File: src/design/rdcc_pkg.sv
// Shared types, codes and helper functions for the refcount delta coalescing cache.
// No dependencies; used by rdcc_front, rdcc_back and the top level.
package rdcc_pkg;

	localparam int KEY_W   = 48;
	localparam int DELTA_W = 32;
	localparam int SUM_W   = 64;
	localparam int HITS_W  = 32;
	localparam int EXP_W   = 6;
	localparam int KIND_W  = 3;
	localparam int SET_W   = 4;
	localparam int CNT_W   = 7;
	localparam int CAP     = 64;

	localparam int NUM_SETS_DEF  = 16;
	localparam int NUM_WAYS_DEF  = 4;
	localparam int SET_SHIFT_DEF = 3;

	localparam logic [KIND_W-1:0] KIND_WRITE  = 3'd0;
	localparam logic [KIND_W-1:0] KIND_BYPASS = 3'd1;
	localparam logic [KIND_W-1:0] KIND_FLUSH  = 3'd2;
	localparam logic [KIND_W-1:0] KIND_FFLUSH = 3'd3;
	localparam logic [KIND_W-1:0] KIND_RESET  = 3'd4;

	typedef struct packed {
		logic [KIND_W-1:0]         kind;
		logic [KEY_W-1:0]          key;
		logic signed [DELTA_W-1:0] delta;
		logic [SET_W-1:0]          set;
	} item_t;

	typedef struct packed {
		logic [KEY_W-1:0]  key;
		logic [SUM_W-1:0]  sum;
		logic [HITS_W-1:0] hits;
		logic [EXP_W-1:0]  exp;
	} entry_t;

	localparam int ENTRY_W = $bits(entry_t);

	function automatic logic [SUM_W-1:0] magnitude(input logic [SUM_W-1:0] s);
		return s[SUM_W-1] ? (~s + 64'd1) : s;
	endfunction

	function automatic logic [EXP_W-1:0] exp_inc(input logic [EXP_W-1:0] e);
		return (e == {EXP_W{1'b1}}) ? e : e + 6'd1;
	endfunction

	// e is the already incremented exponent
	function automatic logic flush_emit(input logic [EXP_W-1:0] e,
		input logic [HITS_W-1:0] hits, input logic force_all);
		return force_all || e[5] || ((32'd1 << e[4:0]) >= hits);
	endfunction

endpackage

File: src/design/rdcc_front.sv
// Front end: accepts items, derives the set index, queues items for the back end.
// Depends on rdcc_pkg.
module rdcc_front #(
	parameter int NUM_SETS  = rdcc_pkg::NUM_SETS_DEF,
	parameter int SET_SHIFT = rdcc_pkg::SET_SHIFT_DEF
) (
	input  logic                               clk,
	input  logic                               arst_n,
	input  logic                               in_valid,
	output logic                               in_ready,
	input  logic [rdcc_pkg::KIND_W-1:0]        kind,
	input  logic [rdcc_pkg::KEY_W-1:0]         object_key,
	input  logic signed [rdcc_pkg::DELTA_W-1:0] delta_in,
	output logic                               q_valid,
	output rdcc_pkg::item_t                    q_item,
	input  logic                               q_ready
);

	localparam bit POW2 = (NUM_SETS & (NUM_SETS - 1)) == 0;
	localparam int NIBS = rdcc_pkg::KEY_W / 4;

	rdcc_pkg::item_t                stg_item_q;
	logic                           stg_valid_q;
	logic                           stg_done_q;
	logic [rdcc_pkg::KEY_W-1:0]     stg_v_q;
	logic [3:0]                     nib_q;
	logic [rdcc_pkg::KEY_W-1:0]     v_in;
	logic [rdcc_pkg::SET_W-1:0]     set_direct;
	logic [7:0]                     red;

	rdcc_pkg::item_t fifo_q [2];
	logic            wr_ptr_q;
	logic            rd_ptr_q;
	logic [1:0]      fill_q;
	logic            push;
	logic            pop;

	assign v_in       = object_key >> SET_SHIFT;
	assign set_direct = rdcc_pkg::SET_W'(v_in[rdcc_pkg::SET_W-1:0])
		& rdcc_pkg::SET_W'(NUM_SETS - 1);
	assign in_ready   = !stg_valid_q;

	// one remainder digit per cycle: (r * 16 + nibble) mod NUM_SETS
	always_comb begin
		red = {stg_item_q.set, stg_v_q[rdcc_pkg::KEY_W-1 -: 4]};
		for (int j = 3; j >= 0; j--) begin
			if (red >= (8'(NUM_SETS) << j))
				red = red - (8'(NUM_SETS) << j);
		end
	end

	assign push    = stg_valid_q && stg_done_q && (fill_q != 2'd2);
	assign pop     = q_valid && q_ready;
	assign q_valid = fill_q != 2'd0;
	assign q_item  = fifo_q[rd_ptr_q];

	always_ff @(posedge clk or negedge arst_n) begin
		if (!arst_n) begin
			stg_valid_q <= 1'b0;
			stg_done_q  <= 1'b0;
			nib_q       <= '0;
		end else begin
			if (in_valid && in_ready) begin
				stg_valid_q <= 1'b1;
				stg_done_q  <= POW2 || (kind != rdcc_pkg::KIND_WRITE);
				nib_q       <= '0;
			end else if (push) begin
				stg_valid_q <= 1'b0;
			end else if (stg_valid_q && !stg_done_q) begin
				nib_q <= nib_q + 4'd1;
				if (nib_q == 4'(NIBS - 1))
					stg_done_q <= 1'b1;
			end
		end
	end

	always_ff @(posedge clk) begin
		if (in_valid && in_ready) begin
			stg_item_q.kind  <= kind;
			stg_item_q.key   <= object_key;
			stg_item_q.delta <= delta_in;
			stg_item_q.set   <= POW2 ? set_direct : '0;
			stg_v_q          <= v_in;
		end else if (stg_valid_q && !stg_done_q) begin
			stg_item_q.set <= red[rdcc_pkg::SET_W-1:0];
			stg_v_q        <= stg_v_q << 4;
		end
	end

	always_ff @(posedge clk or negedge arst_n) begin
		if (!arst_n) begin
			wr_ptr_q <= 1'b0;
			rd_ptr_q <= 1'b0;
			fill_q   <= '0;
		end else begin
			if (push)
				wr_ptr_q <= !wr_ptr_q;
			if (pop)
				rd_ptr_q <= !rd_ptr_q;
			fill_q <= fill_q + 2'(push) - 2'(pop);
		end
	end

	always_ff @(posedge clk) begin
		if (push)
			fifo_q[wr_ptr_q] <= stg_item_q;
	end

endmodule

File: config.mk
export PLATFORM = sky130hd
export DESIGN_NAME = rdcc_front
export DESIGN_NICKNAME = d
export VERILOG_FILES = /design/src/design/rdcc_pkg.sv /design/src/design/rdcc_front.sv
export SDC_FILE = /design/constraint.sdc
export NUM_CORES = 1
export LEC_CHECK = 0
export BUFFER_PORTS_ARGS = -buffer_cell sky130_fd_sc_hd__buf_4
export CAP_MARGIN = 20
export CELL_PAD_IN_SITES_DETAIL_PLACEMENT = 1
export CELL_PAD_IN_SITES_GLOBAL_PLACEMENT = 1
export CORE_MARGIN = 2
export CORE_UTILIZATION = 52
export DETAILED_ROUTE_END_ITERATION = 8
export PLACE_DENSITY_LB_ADDON = 0.1
export SYNTH_ARGS = -nofsm -noshare
export SYNTH_HDL_FRONTEND = slang
export SYNTH_SLANG_ARGS = --single-unit
File: constraint.sdc
create_clock -name clk -period 7.2 [get_ports clk]
set_input_delay 0.72 -clock clk [delete_from_list [all_inputs] [get_ports clk]]
set_output_delay 0.72 -clock clk [all_outputs]
set_load 0.02 [all_outputs]
==> results.sh <==
export IMPL_fp_dieW_um=152
export IMPL_drv_slew=0
export IMPL_insertion_delay_ns=0.51
export IMPL_ios=176
export IMPL_areaGrowthSynthToFinish_pct=23.6
export IMPL_path_class="register to output port"
export IMPL_port_buffers=175
export IMPL_outcome="complete, no violations"
export IMPL_p_int_mw=4.57
export IMPL_synth_simple_area_share_pct=5.08
export IMPL_drv_cap=0
export IMPL_synth_mux_area_share_pct=8.67
export IMPL_antenna_found_initial=1
export IMPL_cts_sinks=319
export IMPL_setup_viol=0
export IMPL_drc=0
export IMPL_placed_cell_area_mm2=0.0130
export IMPL_vias=5755
export IMPL_die_h_um=152
export IMPL_synth_area_mm2=0.0114
export IMPL_p_switching_mw=2.04
export IMPL_die_area_mm2=0.0232
export IMPL_switching_share_pct=30.8
export IMPL_start_kind="register"
export IMPL_finClkSkew_ns=0.0235
export IMPL_cp_slowest_cell="buf_4"
export IMPL_synth_top_family_by_area="multiplexers"
export IMPL_drive_gt1_share_pct=39.4
export IMPL_hold_viol=0
export IMPL_grt_max_degree=81
export IMPL_hold_path_class="input port to asynchronous set/reset pin"
export IMPL_final_common_cell="edfxtp_1"
export IMPL_cp_max_fo=60
export IMPL_wl_per_cell_um=21.3
export IMPL_core_mm2=0.0217
export IMPL_cts_tree="built"
export IMPL_clk_pin_slew_ns=0.06
export IMPL_synthXorXnorAreaFrac_pct=0.383
export IMPL_cp_required_ns=6.48
export IMPL_power_density_mw_per_mm2=468
export IMPL_cts_buffers=34
export IMPL_post_cts_resize_count=0
export IMPL_start_util_pct=52.7
export IMPL_grt_use_total_pct=20.3
export IMPL_synth_area_per_cell_um2=19.1
export IMPL_sequentialPowerShare_pct=45.9
export IMPL_p_comb_share_pct=28.7
export IMPL_synth_compound_area_share_pct=0.953
export IMPL_fin_crit_sh_pct=46.2
export IMPL_path_cells="buf_4 -> mux2_2 -> buf_4"
export IMPL_first_pass_iters=4
export IMPL_post_cts_buffers=0
export IMPL_crit_end="q_item[46]"
export IMPL_clk_path_buf_depth=3
export IMPL_final_cell_mix="edfxtp_1, buf_4, nand2_1, mux2_2, clkbuf_16"
export IMPL_r2r_end="fifo_q[0][25]$_DFFE_PP_"
export IMPL_setup_tns_ns=0
export IMPL_wl_mm=23.4
export IMPL_max_vdd_ir_drop_v=0.000440
export IMPL_drt_iter0_drc=259
export IMPL_nets=886
export IMPL_rr_startpoint="stg_done_q$_DFFE_PN0P_"
export IMPL_rsz0062_at_grt="false"
export IMPL_ys_types=29
export IMPL_cts_hold_buf=0
export IMPL_clkPwrFrac_pct=25.4
export IMPL_cp_num_cells=3
export IMPL_power_leakage_nw=5.30
export IMPL_ant_nets=0
export IMPL_worst_slew_pin_transition_ns=1.01
export IMPL_yosys_warnings=0
export IMPL_gp_congestion=0.751
export IMPL_cp_startpoint="rd_ptr_q$_DFFE_PN0P_"
export IMPL_cp_top_family="buffers and inverters"
export IMPL_critPathArrivalTime_ns=2.61
export IMPL_cpPeakStageDelay_ns=0.75
export IMPL_power_mw=6.60
export IMPL_period_minus_slack_ns=3.33
export IMPL_fmax_mhz=300
export IMPL_seq_area_frac_synth_pct=83.2
export IMPL_slew_headroom_pct=32.6
export IMPL_grt_pass1_wl_mm=35.8
export IMPL_fin_area_mm2=0.0141
export IMPL_synthAdderAreaFrac_pct=0.329
export IMPL_num_rows=54
export IMPL_syn_nets=689
export IMPL_nFillCells=1903
export IMPL_cts_root_buf="clkbuf_16"
export IMPL_grt_overflow=0
export IMPL_path_buf_inv=2
export IMPL_detail_route_vias_per_cell=5.23
export IMPL_cp_end_kind="output port"
export IMPL_r2r_setup_slack_ns=4.25
export IMPL_reg2reg_depth=5
export IMPL_synth_seq_cells=319
export IMPL_htreeDepth=2
export IMPL_grt_pass1_vias=6182
export IMPL_synth_cells=599
export IMPL_post_dp_hpwl_mm=14.4
export IMPL_path_common_cell="buf_4"
per-stage QoR:
step / setup slack [ns] / cells / hold slack, ns / util, %
finish: 3.87 / 1100 / 0.0408 / 65.1
global route: 3.73 / 1100 / 0.0228 / 65.1
CTS: 3.81 / 1098 / 0.0260 / 65.0
detailed placement: 3.98 / 1039 / 0.433 / 60.1
global placement: 3.75 / 1038 / 0.422 / 59.9
floorplan: 2.23 / 599 / 0.421 / -
cell type report:
type / count / area (um2) / share of cell area [%]
inverter: 7 / 28.8 / 0.204
clock buffer: 42 / 902 / 6.39
sequential: 319 / 9500 / 67.3
timing repair buffer: 181 / 1390 / 9.86
multi-input combinational: 253 / 1770 / 12.6
antenna: 1 / 2.50 / 0.0177
clock inverter: 17 / 163 / 1.15
tap: 280 / 350 / 2.48
flip-flops by register name, indices dropped and copies added, names as in the netlist:
signal       cells
fifo_q         174
fill_q           2
nib_q            4
rd_ptr_q         1
stg_done_q       1
stg_item_q      87
stg_v_q         48
stg_valid_q      1
wr_ptr_q         1
power by group through the flow:
stage                     clock [mW]  combinational [mW]  sequential (mW)
after floorplan                    0                1.22             2.99
after global placement             0                1.85             3.02
after detailed placement           0                1.90             3.07
after CTS                       1.71                1.92             3.05
after global routing            1.78                2.04             3.09
final                           1.68                1.89             3.03
cells in the mapped netlist:
cell type / n / area [um2]
nand4b_1: 1 / 8.76
inv_1: 6 / 22.5
nand2b_1: 1 / 6.26
or2_2: 1 / 6.26
o21a_1: 1 / 7.51
mux2_1: 1 / 11.3
buf_4: 4 / 30.0
a22o_1: 3 / 26.3
o21ai_0: 2 / 10.0
xor2_1: 2 / 17.5
edfxtp_1: 306 / 9190
mux2i_1: 1 / 10.0
and2_4: 4 / 35.0
dfxtp_1: 3 / 60.1
buf_6: 4 / 45.0
buf_2: 12 / 60.1
o311ai_0: 2 / 17.5
nand2_1: 126 / 473
mux2_2: 86 / 968
nor2_1: 5 / 18.8
a21o_1: 4 / 30.0
nand3_1: 1 / 5.00
xnor2_1: 3 / 26.3
and2_1: 3 / 18.8
or2_4: 1 / 8.76
inv_2: 1 / 3.75
dfrtp_1: 10 / 250
ha_1: 3 / 37.5
o41ai_1: 2 / 17.5
cell families (layout without fill, tap and decap cells):
kind of cell / Yosys count / in the layout
buffers and inverters: 27 / 247
AND/OR/NAND/NOR: 143 / 143
adder cells (fa/ha/maj): 3 / 3
multiplexers: 88 / 88
AO/OA/AOI/OAI: 14 / 14
XOR/XNOR: 5 / 5
flip-flops: 319 / 319
other: 0 / 1
worst min path at each step:
stage | startpoint | endpoint
after floorplan | arst_n | fill_q[0]$_DFF_PN0_
final | arst_n | nib_q[2]$_DFFE_PN0P_
after detailed placement | stg_item_q[48]$_DFFE_PP_ | fifo_q[0][48]$_DFFE_PP_
after global routing | arst_n | nib_q[2]$_DFFE_PN0P_
after global placement | stg_item_q[48]$_DFFE_PP_ | fifo_q[0][48]$_DFFE_PP_
after CTS | arst_n | rd_ptr_q$_DFFE_PN0P_
metal layers:
layer	up-vias	track usage, %	wire length (um)	share of wire, %
met5	-	0	0	0
li1	2633	-	-	-
met2	166	34.3	11800	50
met4	0	5.65	517	2.2
met1	2912	27.1	9940	42
met3	44	4.15	1180	5.0
worst reg2reg max path, delay by kind of cell, from the launching register on:
kind	cells	cell delay [ns]
flip-flops	1	0.48
AND/OR/NAND/NOR	2	0.97
buffers and inverters	2	0.94
AO/OA/AOI/OAI	1	0.17
(Power assumes the default switching activity.)
